**src/hdl/iem_pkg.sv**
```systemverilog
// shared types and constants for the ipv4 ecn marker
package iem_pkg;

  localparam int unsigned HDR_BYTES = 34;
  localparam int unsigned IDX_W     = $clog2(HDR_BYTES);

  localparam logic [31:0] SRC_RESET = 32'h9DF0_D123;
  localparam logic [7:0]  ECN_MASK  = 8'h03;
  localparam logic [7:0]  ECN_MARK  = 8'h02;
  localparam logic [15:0] WORD_MASK = 16'hFFFF;

  // ethertype for ipv4
  localparam logic [7:0] ETYPE_HI = 8'h08;
  localparam logic [7:0] ETYPE_LO = 8'h00;

  // byte positions inside the held header
  localparam logic [IDX_W-1:0] POS_ETYPE_HI = IDX_W'(12);
  localparam logic [IDX_W-1:0] POS_ETYPE_LO = IDX_W'(13);
  localparam logic [IDX_W-1:0] POS_IP_FIRST = IDX_W'(14);
  localparam logic [IDX_W-1:0] POS_TOS      = IDX_W'(15);
  localparam logic [IDX_W-1:0] POS_CSUM_HI  = IDX_W'(24);
  localparam logic [IDX_W-1:0] POS_CSUM_LO  = IDX_W'(25);
  localparam logic [IDX_W-1:0] POS_SRC_0    = IDX_W'(26);
  localparam logic [IDX_W-1:0] POS_SRC_3    = IDX_W'(29);
  localparam logic [IDX_W-1:0] POS_LAST     = IDX_W'(HDR_BYTES - 1);

  // sum of up to ten 16-bit words
  localparam int unsigned SUM_W = 20;

  typedef struct packed {
    logic [7:0] in_byte;
    logic       in_last;
  } in_item_t;

  typedef struct packed {
    logic [7:0] out_byte;
    logic       out_last;
    logic       marked;
  } out_item_t;

  // per-byte events into the header checker
  typedef struct packed {
    logic             take;
    logic             calc;
    logic [IDX_W-1:0] idx;
    logic [7:0]       data;
  } hdr_ev_t;

  // verdict and new checksum for the held header
  typedef struct packed {
    logic        mark;
    logic [15:0] csum;
  } hdr_res_t;

  typedef enum logic [3:0] {
    ST_BUF   = 4'b0001,
    ST_CALC  = 4'b0010,
    ST_DRAIN = 4'b0100,
    ST_PASS  = 4'b1000
  } state_t;

endpackage

```
**src/hdl/ipv4_ecn_marker_core.sv**
```systemverilog
// top level of the ipv4 ecn marker: header buffer, drain pipeline and pass-through
//
// usage:
//   in_*  : one frame byte per request, in_last on the final byte of a frame
//   out_* : one frame byte per request, with marked set on rewritten frames
//   cfg_* : writes the ipv4 source address to match, taken whenever presented
//           (cfg_ready is always high); write it only while no frame is open
// the first 34 bytes of a frame go into a 34-entry header ram, one per cycle,
// and produce no output. on the 34th byte the block decides in its calc state
// whether to mark and forms the new checksum, then reads the ram back out,
// one byte per cycle while out_stall is low, rewriting tos and checksum on the
// fly for a marked frame. a frame that ends before 34 bytes is read back
// unchanged right after its last byte. input is stalled during the decision
// and the read-back; after that bytes go straight through the output register
// at one per cycle while out_stall is low. the first header byte passes the
// calc state, the ram read register and the output register after the 34th
// byte is accepted. out_stall freezes the ram read register and the output
// register; nothing is dropped. synchronous reset clears control state and
// restores the default source address; ram contents are not cleared.
module ipv4_ecn_marker_core
  import iem_pkg::*;
(
  input  logic        clk,
  input  logic        rst_n,

  input  logic        in_valid,
  output logic        in_stall,
  input  in_item_t    in_data,

  output logic        out_valid,
  input  logic        out_stall,
  output out_item_t   out_data,

  input  logic        cfg_valid,
  output logic        cfg_ready,
  input  logic [31:0] cfg_data
);

  // control registers
  state_t           st_r, st_nxt;
  logic [IDX_W-1:0] cnt_r, cnt_nxt;       // bytes held so far
  logic [IDX_W-1:0] rd_idx_r, rd_idx_nxt; // next ram entry to read
  logic [IDX_W-1:0] last_idx_r, last_idx_nxt;
  logic             fin_last_r, fin_last_nxt;
  logic             full_r, full_nxt;     // header reached 34 bytes
  logic [31:0]      src_r, src_nxt;

  // read stage: ram data plus what travels with it
  logic             rd_v_r, rd_v_nxt;
  logic [7:0]       rd_data_r;
  logic [IDX_W-1:0] rd_pos_r;
  logic             rd_last_r;
  logic             rd_mk_r;

  // output register
  logic             out_valid_r, out_valid_nxt;
  out_item_t        out_r, out_nxt;

  // header ram
  logic [7:0]       hdr_mem [HDR_BYTES];

  logic             out_free;
  logic             s1_adv;
  logic             buf_take;
  logic             pass_take;
  logic             issue;
  logic             issue_end;
  logic [7:0]       sub_byte;
  hdr_ev_t          ev;
  hdr_res_t         res;

  // the source address register takes every write
  assign cfg_ready = 1'b1;

  assign out_free  = !out_valid_r || !out_stall;
  assign s1_adv    = rd_v_r && out_free;
  assign buf_take  = (st_r == ST_BUF) && in_valid;
  // pass bytes wait until the last header byte has left the read stage
  assign pass_take = (st_r == ST_PASS) && in_valid && !rd_v_r && out_free;
  assign issue     = (st_r == ST_DRAIN) && (!rd_v_r || s1_adv);
  assign issue_end = issue && (rd_idx_r == last_idx_r);

  assign in_stall  = !((st_r == ST_BUF) || ((st_r == ST_PASS) && !rd_v_r && out_free));

  always_comb begin
    ev.take = buf_take;
    ev.calc = (st_r == ST_CALC);
    ev.idx  = cnt_r;
    ev.data = in_data.in_byte;
  end

  iem_hdr_check u_check (
    .clk      (clk),
    .rst_n    (rst_n),
    .ev       (ev),
    .src_addr (src_r),
    .res      (res)
  );

  // control path
  always_comb begin
    st_nxt       = st_r;
    cnt_nxt      = cnt_r;
    rd_idx_nxt   = rd_idx_r;
    last_idx_nxt = last_idx_r;
    fin_last_nxt = fin_last_r;
    full_nxt     = full_r;
    src_nxt      = src_r;

    if (cfg_valid) begin
      src_nxt = cfg_data;
    end

    unique case (st_r)
      ST_BUF: begin
        if (buf_take) begin
          if (cnt_r == POS_LAST) begin
            // full header held: decide and recompute checksum
            last_idx_nxt = POS_LAST;
            fin_last_nxt = in_data.in_last;
            full_nxt     = 1'b1;
            cnt_nxt      = '0;
            st_nxt       = ST_CALC;
          end else if (in_data.in_last) begin
            // short frame: flush what is held, unchanged
            last_idx_nxt = cnt_r;
            fin_last_nxt = 1'b1;
            full_nxt     = 1'b0;
            cnt_nxt      = '0;
            st_nxt       = ST_DRAIN;
          end else begin
            cnt_nxt = cnt_r + IDX_W'(1);
          end
        end
      end
      ST_CALC: begin
        st_nxt = ST_DRAIN;
      end
      ST_DRAIN: begin
        if (issue) begin
          if (issue_end) begin
            rd_idx_nxt = '0;
            st_nxt     = (full_r && !fin_last_r) ? ST_PASS : ST_BUF;
          end else begin
            rd_idx_nxt = rd_idx_r + IDX_W'(1);
          end
        end
      end
      ST_PASS: begin
        if (pass_take && in_data.in_last) begin
          st_nxt = ST_BUF;
        end
      end
      default: begin
        st_nxt = ST_BUF;
      end
    endcase
  end

  // tos and checksum substitution for marked frames
  always_comb begin
    sub_byte = rd_data_r;
    if (rd_mk_r) begin
      if (rd_pos_r == POS_TOS) begin
        sub_byte = (rd_data_r & ~ECN_MASK) | ECN_MARK;
      end else if (rd_pos_r == POS_CSUM_HI) begin
        sub_byte = res.csum[15:8];
      end else if (rd_pos_r == POS_CSUM_LO) begin
        sub_byte = res.csum[7:0];
      end
    end
  end

  // read stage and output register
  always_comb begin
    rd_v_nxt = rd_v_r;
    if (issue) begin
      rd_v_nxt = 1'b1;
    end else if (s1_adv) begin
      rd_v_nxt = 1'b0;
    end

    out_nxt       = out_r;
    out_valid_nxt = out_valid_r && out_stall;
    if (s1_adv) begin
      out_nxt.out_byte = sub_byte;
      out_nxt.out_last = rd_last_r;
      out_nxt.marked   = rd_mk_r;
      out_valid_nxt    = 1'b1;
    end else if (pass_take) begin
      out_nxt.out_byte = in_data.in_byte;
      out_nxt.out_last = in_data.in_last;
      out_nxt.marked   = res.mark;
      out_valid_nxt    = 1'b1;
    end
  end

  // header ram: one write port, one registered read port
  always_ff @(posedge clk) begin
    if (buf_take) begin
      hdr_mem[cnt_r] <= in_data.in_byte;
    end
    if (issue) begin
      rd_data_r <= hdr_mem[rd_idx_r];
      rd_pos_r  <= rd_idx_r;
      rd_last_r <= issue_end && fin_last_r;
      rd_mk_r   <= full_r && res.mark;
    end
  end

  always_ff @(posedge clk) begin
    out_r <= out_nxt;
    if (!rst_n) begin
      st_r        <= ST_BUF;
      cnt_r       <= '0;
      rd_idx_r    <= '0;
      last_idx_r  <= '0;
      fin_last_r  <= 1'b0;
      full_r      <= 1'b0;
      src_r       <= SRC_RESET;
      rd_v_r      <= 1'b0;
      out_valid_r <= 1'b0;
    end else begin
      st_r        <= st_nxt;
      cnt_r       <= cnt_nxt;
      rd_idx_r    <= rd_idx_nxt;
      last_idx_r  <= last_idx_nxt;
      fin_last_r  <= fin_last_nxt;
      full_r      <= full_nxt;
      src_r       <= src_nxt;
      rd_v_r      <= rd_v_nxt;
      out_valid_r <= out_valid_nxt;
    end
  end

  assign out_valid = out_valid_r;
  assign out_data  = out_r;

endmodule

```
**src/hdl/iem_hdr_check.sv**
```systemverilog
// header qualification and ipv4 checksum accumulation as bytes stream in
module iem_hdr_check
  import iem_pkg::*;
(
  input  logic        clk,
  input  logic        rst_n,
  input  hdr_ev_t     ev,
  input  logic [31:0] src_addr,
  output hdr_res_t    res
);

  logic [SUM_W-1:0] sum_r, sum_nxt;
  logic             type_ok_r, type_ok_nxt;
  logic             ecn_ok_r, ecn_ok_nxt;
  logic [31:0]      src_cap_r, src_cap_nxt;
  hdr_res_t         res_r, res_nxt;

  logic [7:0]       data_mod;
  logic [SUM_W-1:0] word;
  logic             in_sum;
  logic [16:0]      fold1;
  logic [15:0]      fold2;

  always_comb begin
    data_mod = ev.data;
    if (ev.idx == POS_TOS) begin
      data_mod = (ev.data & ~ECN_MASK) | ECN_MARK;
    end
    // checksum field itself counts as zero
    in_sum = (ev.idx >= POS_IP_FIRST) && (ev.idx <= POS_LAST) &&
             (ev.idx != POS_CSUM_HI) && (ev.idx != POS_CSUM_LO);
    if (ev.idx[0]) begin
      word = SUM_W'(data_mod);
    end else begin
      word = SUM_W'({data_mod, 8'h00});
    end
  end

  always_comb begin
    sum_nxt     = sum_r;
    type_ok_nxt = type_ok_r;
    ecn_ok_nxt  = ecn_ok_r;
    src_cap_nxt = src_cap_r;
    if (ev.take) begin
      if (ev.idx == '0) begin
        sum_nxt = '0;
      end else if (in_sum) begin
        sum_nxt = sum_r + word;
      end
      if (ev.idx == POS_ETYPE_HI) begin
        type_ok_nxt = (ev.data == ETYPE_HI);
      end
      if (ev.idx == POS_ETYPE_LO) begin
        type_ok_nxt = type_ok_r && (ev.data == ETYPE_LO);
      end
      if (ev.idx == POS_TOS) begin
        ecn_ok_nxt = ((ev.data & ECN_MASK) != ECN_MASK);
      end
      if ((ev.idx >= POS_SRC_0) && (ev.idx <= POS_SRC_3)) begin
        src_cap_nxt = {src_cap_r[23:0], ev.data};
      end
    end
  end

  // end-around carry folded twice, then inverted
  always_comb begin
    fold1 = 17'(sum_r[15:0]) + 17'(sum_r[SUM_W-1:16]);
    fold2 = fold1[15:0] + 16'(fold1[16]);
    res_nxt = res_r;
    if (ev.calc) begin
      res_nxt.mark = type_ok_r && ecn_ok_r && (src_cap_r == src_addr);
      res_nxt.csum = ~fold2 & WORD_MASK;
    end
  end

  always_ff @(posedge clk) begin
    sum_r     <= sum_nxt;
    type_ok_r <= type_ok_nxt;
    ecn_ok_r  <= ecn_ok_nxt;
    src_cap_r <= src_cap_nxt;
    if (!rst_n) begin
      res_r <= '0;
    end else begin
      res_r <= res_nxt;
    end
  end

  assign res = res_r;

endmodule
```
**config.mk**
```make
export PLATFORM = sky130hd
export DESIGN_NAME = ipv4_ecn_marker_core
export DESIGN_NICKNAME = d
export VERILOG_FILES = /design/src/hdl/iem_pkg.sv /design/src/hdl/ipv4_ecn_marker_core.sv /design/src/hdl/iem_hdr_check.sv
export SDC_FILE = /design/constraint.sdc
export NUM_CORES = 1
export LEC_CHECK = 0
export BUFFER_PORTS_ARGS = -buffer_cell sky130_fd_sc_hd__buf_2
export CORE_MARGIN = 3
export CORE_UTILIZATION = 45
export CTS_CLUSTER_SIZE = 20
export DETAILED_ROUTE_END_ITERATION = 6
export SYNTH_ARGS = -nofsm -noshare
export SYNTH_HDL_FRONTEND = slang
export SYNTH_SLANG_ARGS = --single-unit
```
**constraint.sdc**
```tcl
create_clock -name clk -period 4.2 [get_ports clk]
set_input_delay 0.84 -clock clk [delete_from_list [all_inputs] [get_ports clk]]
set_output_delay 0.84 -clock clk [all_outputs]
set_load 0.05 [all_outputs]
```
==> out/summary.txt, run 1 <==
Top post-synthesis cells by area = edfxtp_1 58%, mux4_2 9.8%, dfxtp_1 8.2%
CP dominant cell by count = ha_1
Simple-gate portion of the synthesized area = 0.08672
Critical Path AT = 4120 ps
Most frequent cells in the layout = 352 x edfxtp_1, 122 x nor2_1, 80 x mux4_2, 73 x dfxtp_1, 62 x nand2_1
Gate power share = 0.106
Flop pwr share = 0.495
Initial antenna violation count = 3
First-pass GRT wire length = 63460 µm
EDFF count, synth = 352
Crit path kind = flop to flop
Post-route DRC = 0
WHS = 450.9 ps
Via density = 5.597
Max Clock Freq = 0.2723 GHz
Main combinational cell family by area after synthesis = multiplexers
Syn Area/Cell = 14.94 µm²
Pre-CTS setup slack = 592.4 ps
P_int = 0.007332 W
Synth warn = 0
Number of buffers inserted by port buffering = 57
Rel. slew slack = 0.3611
Period utilization = 0.8745
Layout cells sized above 1 = 0.1973
Synth Cell Area = 0.01838 mm²
Worst setup margin = 526.9 ps
WP data required = 4650 ps
Clock skew = 28.63 ps
Die extent in x = 208.1 µm
Post-CTS Setup Bufs = 0
Post-synthesis mux area share = 0.1297
CTS tree = done
Initial core utilization = 0.4595
Min cycle time layout = 3673 ps
Slowest stage delay, CP = 450 ps
Post-CTS resize count = 0
Worst vdd rail ir drop = 308.4 µV
Crit-path cells = ha_1, inv_1, fa_1, nor2b_1, o311ai_1, nor4_1, and4_1, ha_1, ha_1, nand2_1, or3_1, a211o_1, nand4b_1, o211ai_1
Cells after synthesis = 1230
Sw Ratio = 0.2437
Setup TNS Final = 0 ps
Synth Area in Adders = 0.02124
RSZ-0062 raised after global routing = false
Initial drt markers = 939
Worst R2R Path Depth = 14
Hold Buf Count CTS = 0
Vias in the first global route = 10430
Crit Path Max Fanout = 6
Synth Area in Compound Gates = 0.05098
Routed vias = 10510
Cts bufs inserted = 45
Main synth FF type = edfxtp_1
Row count = 73
Gr ovfl total = 0
Pin count of the biggest net entering global routing = 40
Hold Path Cell Cnt = 2
P per Cell Area = 464.1 mW/mm²
Antenna cells = 0
Setup violators final = 0
Clk root buf = clkbuf_16
Outcome = complete, no violations
Worst-Margin Slew = 958.3 ps
Ys async rst share = 0
Most common cell after layout, fill and taps aside = edfxtp_1
Fin. max-slew vios = 0
Antenna-violating nets left = 0
Gr usage total = 0.1895
Maxcap violations = 0
Num ports = 59
CP max stage cell = edfxtp_1
Synth Register Bits = 427
Gp weighted congestion = 0.8233
H-tree depth = 2
Sequential fraction of the synthesis area = 0.6567
Routed wire length = 40990 µm
CTS Buffer Depth = 3
Clk sink count = 427
HPWL Detailed = 26750 µm
Area Growth Syn to Fin = 13.63%
Total die area = 0.04331 mm²
Endpoint type of the worst setup path = flop
Syn nets = 1306
Switching power = 0.002362 W
Hold WC Path Type = flop to flop
Share of the synthesized area in the top cell type = 0.5750
Clock power share = 0.399
Fin. Hold Viols = 0
Die Y = 208.1 µm
# nets final = 1392
Leading area contributor after synthesis = edfxtp_1
CP Launch Type = flop
Routed length per instance = 21.83 µm
Reg clk slew, reported paths = 60 ps
Synth unique cells = 71
Pleak = 7.031 nW
Core Region = 0.04001 mm²
Synth Area in XOR/XNOR = 0.03764
Pre-antenna DRT Iters = 5
Clk_lat worst skew = 580 ps
layer usage:
layer  routed length, µm  global-route usage  vias to the layer above  part of all wire
li1                    -                   -                     4888                 -
met1               19120              0.2842                     5249              0.47
met2               18510              0.2889                      331              0.45
met3                2701             0.03875                       44             0.066
met4                 664             0.04185                        0             0.016
met5                   0                   0                        -                 0
synthesized netlist by cell type (2+ instances only):
cell and n:
and3_1 2, nor3b_1 7, ha_1 28, edfxtp_1 352
mux2i_1 56, o21bai_1 4, a211oi_1 15, o31a_1 2
buf_1 14, nor4b_1 4, xor2_1 49, clkbuf_1 35
a221o_1 2, o21ai_1 10, or3b_2 2, o31ai_1 2
dfxtp_1 75, or3_1 7, mux2_2 2, o311ai_1 2
a31oi_1 6, nand4b_1 2, a21oi_1 58, nand2b_1 5
nand3b_1 2, and2_1 12, nor2b_1 17, nor2_1 122
o21ai_0 26, inv_1 17, nor3_1 14, xnor2_1 30
nor4_1 12, buf_2 9, nand2_1 62, nand3_1 27
mux4_2 80, fa_1 2, a21o_1 10, nand4_1 12
o211ai_1 3, and4_1 2, o22ai_1 2
power groups by stage:
stage          Clock, W  Combinational (W)  Sequential, W
6_report        0.00387            0.00102        0.00480
5_1_grt         0.00414            0.00114        0.00481
4_1_cts         0.00396            0.00102        0.00480
3_5_place_dp          0            0.00102        0.00489
3_3_place_gp          0            0.00101        0.00489
2_1_floorplan         0           0.000719        0.00484
cell families (layout without fill, tap and decap cells):
group	count (synthesis)	count (layout)
and+or+nand+nor	323	323
buffers and inverters	78	201
adders and majority gates	30	30
AOI/OAI and AO/OA	154	154
DFF	427	427
muxes	138	138
other	1	1
xor gates and xnor gates	79	79
layout make-up:
class	instances	area [µm²]
Clock inverter	27	237.7
Clock buffer	57	1202
Sequential cell	427	12080
Tap cell	525	656.9
Fill cell	3372	19120
Multi-Input combinational cell	725	6025
Timing Repair Buffer	98	618.1
Inverter	19	71.32
registers in the layout, summed over array words and instances (netlist names):
register / flops
last_idx_r: 6
rd_mk_r: 1
rd_v_r: 1
out_data: 10
rd_pos_r: 6
u_check.ecn_ok_r: 1
cnt_r: 6
full_r: 1
hdr_mem: 272
out_valid: 1
rd_last_r: 1
rd_data_r: 8
src_r: 32
u_check.type_ok_r: 1
fin_last_r: 1
u_check.sum_r: 20
st_r: 4
u_check.src_cap_r: 32
rd_idx_r: 6
u_check.res: 17
per-stage QoR:
stage | std cells | utilization | instance area [µm²] | power (W)
finish | 1878 | 0.5221 | 20890 | 0.009694
global route | 1878 | 0.5221 | 20890 | 0.01008
CTS | 1878 | 0.5221 | 20890 | 0.009787
detailed placement | 1794 | 0.4861 | 19450 | 0.005909
global placement | 1794 | 0.4861 | 19450 | 0.005897
floorplan | 1230 | - | 18380 | 0.005563
worst paths after layout:
check | from | endpoint | slack (ps)
worst max-delay path | u_check.sum_r[16]$_SDFFCE_PN0P_ | u_check.res[8]$_SDFFE_PN0P_ | 530
worst min register to register | u_check.res[4]$_SDFFE_PN0P_ | u_check.res[4]$_SDFFE_PN0P_ | 450
worst max register to register | u_check.sum_r[16]$_SDFFCE_PN0P_ | u_check.res[8]$_SDFFE_PN0P_ | 530
worst min-delay path | u_check.res[4]$_SDFFE_PN0P_ | u_check.res[4]$_SDFFE_PN0P_ | 450
worst max-delay path: cells and delay by family, from the launching register on:
| kind | cells | cell delay (ps) |
|---|---|---|
| AOI/OAI and AO/OA | 3 | 630 |
| adders and majority gates | 4 | 990 |
| buffers and inverters | 1 | 60 |
| DFF | 1 | 450 |
| and+or+nand+nor | 6 | 1410 |
(Power assumes the default switching activity.)
==> run 2, diff against run 1 <==
CTS_CLUSTER_SIZE = 25   (was 20)
clock period = 4.1 ns   (was 4.2 ns; I/O delays follow)
==> out/summary.txt, run 2 (synthesized netlist as in run 1, its figures left out) <==
Outcome = complete, no violations
Post-CTS Setup Bufs = 0 (unchanged)
Min cycle time layout = 3652 ps (-21.17 ps)
H-tree depth = 2 (unchanged)
Routed vias = 10530 (+0.21%)
Reg clk slew, reported paths = 70 ps (about the same)
Initial drt markers = 938 (-0.11%)
CP Launch Type = flop
Antenna cells = 0 (unchanged)
Cts bufs inserted = 46 (+2.2%)
Row count = 73 (unchanged)
Endpoint type of the worst setup path = flop
Period utilization = 0.8907 (+0.01617)
Placed cell count = 1801 (+0.39%)
# nets final = 1400 (+0.57%)
Biggest regs = hdr_mem: 272 flops, src_r: 32 flops, u_check.src_cap_r: 32 flops
Max Clock Freq = 0.2738 GHz (+0.58%)
Core Region = 0.04001 mm² (unchanged)
Total die area = 0.04331 mm² (unchanged)
Hold Buf Count CTS = 0 (unchanged)
Fin. Hold Viols = 0 (unchanged)
Top sig layer = met4
Layout Cells excl Fill = 1885 (+0.37%)
Gr usage total = 0.1905 (+0.0009440)
Initial antenna violation count = 3 (unchanged)
Antenna-violating nets left = 0 (unchanged)
Most common cell after layout, fill and taps aside = edfxtp_1
Die Y = 208.1 µm (unchanged)
Clk root buf = clkbuf_16
Worst vdd rail ir drop = 276.3 µV (-10%)
Routed wire length = 41160 µm (+0.41%)
Hold WC Path Type = flop to flop
Pin count of the biggest net entering global routing = 43 (+7.5%)
P per Cell Area = 487.4 mW/mm² (+5.0%)
Max reg flops = 272 (unchanged)
Fill cells = 3303 (-2.0%)
Biggest register = hdr_mem
Worst-Margin Slew = 973.0 ps (+14.63 ps)
Gr ovfl total = 0 (unchanged)
Clk_lat worst skew = 560 ps (-20 ps)
Post-CTS resize count = 0 (unchanged)
Routed wl met2 = 18530 µm (+0.10%)
Fin. max-slew vios = 0 (unchanged)
Pleak = 7.104 nW (+1.0%)
Layout cells sized above 1 = 0.2007 (+0.003396)
Gp weighted congestion = 0.8368 (+1.6%)
Post-route DRC = 0 (unchanged)
Most frequent cells in the layout = 352 x edfxtp_1, 122 x nor2_1, 80 x mux4_2, 73 x dfxtp_1, 62 x nand2_1
CTS tree = done
Setup TNS Final = 0 ps (unchanged)
Num ports = 59 (unchanged)
Total power = 0.01026 W (+5.8%)
Via density = 5.588 (-0.16%)
Critical Path AT = 4080 ps (-40 ps)
Initial core utilization = 0.4595 (unchanged)
Area Growth Syn to Fin = 14.53%
Maxcap violations = 0 (unchanged)
Crit path kind = flop to flop
WL met1 = 19280 µm (+0.84%)
Clock skew = 13.92 ps (-14.71 ps)
Number of buffers inserted by port buffering = 57 (unchanged)
Pre-antenna DRT Iters = 5 (unchanged)
Setup violators final = 0 (unchanged)
Rel. slew slack = 0.3514 (-0.009752)
RSZ-0062 raised after global routing = false
Met3 WL = 2651 µm (-1.9%)
Vias in the first global route = 10460 (+0.22%)
First-pass GRT wire length = 63760 µm (+0.47%)
Crit Path Max Fanout = 6 (unchanged)
HPWL Detailed = 26790 µm (+0.15%)
Routed length per instance = 21.84 µm (about the same)
Die extent in x = 208.1 µm (unchanged)
Clk sink count = 427 (unchanged)
WP data required = 4530 ps (-120 ps)
CTS Buffer Depth = 3 (unchanged)
## run 2: cell count changes in the layout (fill, tap and decap cells not counted), sizes merged
cell,before,now
buf,98,105
clkinvlp,2,4
inv,19,20
clkbuf,57,55
bufinv,3,8
clkinv,22,16
## run 2: metal layers
layer	GRT usage	vias up
li1	-	4909
met1	0.2884	5282
met2	0.2892	289
met3	0.03649	54
met4	0.04208	0
met5	0	-
## run 2: where the power goes
part | switching [W] | internal (W)
clock network | 0.00170 | 0.00259
registers | 0.000109 | 0.00480
logic | 0.000627 | 0.000425
total | 0.00244 | 0.00782
## run 2: area by class of cell
type	count	area [µm²]	area share
timing repair buffer	105	658.1	0.03126
clock inverter	29	369.1	0.01753
multi-input combinational	725	6025	0.2862
clock buffer	55	1195	0.05676
sequential	427	12080	0.5737
tap	525	656.9	0.03120
inverter	19	71.32	0.003388
## run 2: path summary, 6_finish.rpt
| path | start | endpoint | slack (ps) | cells past startpoint |
|---|---|---|---|---|
| min | u_check.res[4]$_SDFFE_PN0P_ | u_check.res[4]$_SDFFE_PN0P_ | 450 | 2 |
| min reg2reg | u_check.res[4]$_SDFFE_PN0P_ | u_check.res[4]$_SDFFE_PN0P_ | 450 | 2 |
| max reg2reg | u_check.sum_r[16]$_SDFFCE_PN0P_ | u_check.res[8]$_SDFFE_PN0P_ | 450 | 14 |
| max | u_check.sum_r[16]$_SDFFCE_PN0P_ | u_check.res[8]$_SDFFE_PN0P_ | 450 | 14 |
## run 2: worst max-delay path, stage by stage (launching register included)
cell,delay [ps]
edfxtp_1,450
ha_1,200
inv_1,50
fa_1,400
nor2b_1,180
o311ai_1,190
nor4_1,380
and4_1,250
ha_1,170
ha_1,230
nand2_1,80
or3_1,430
a211o_1,320
nand4b_1,100
o211ai_1,80
## run 2: through the flow
stage	setup slack [ps]	utilization	instance area (µm²)	hold WS, ps
global placement	562.1	0.4871	19490	439.1
global route	194.4	0.5262	21050	444.0
CTS	486.0	0.5262	21050	436.5
floorplan	292.7	-	18380	406.4
finish	448.1	0.5262	21050	454.2
detailed placement	485.6	0.4871	19490	447.9
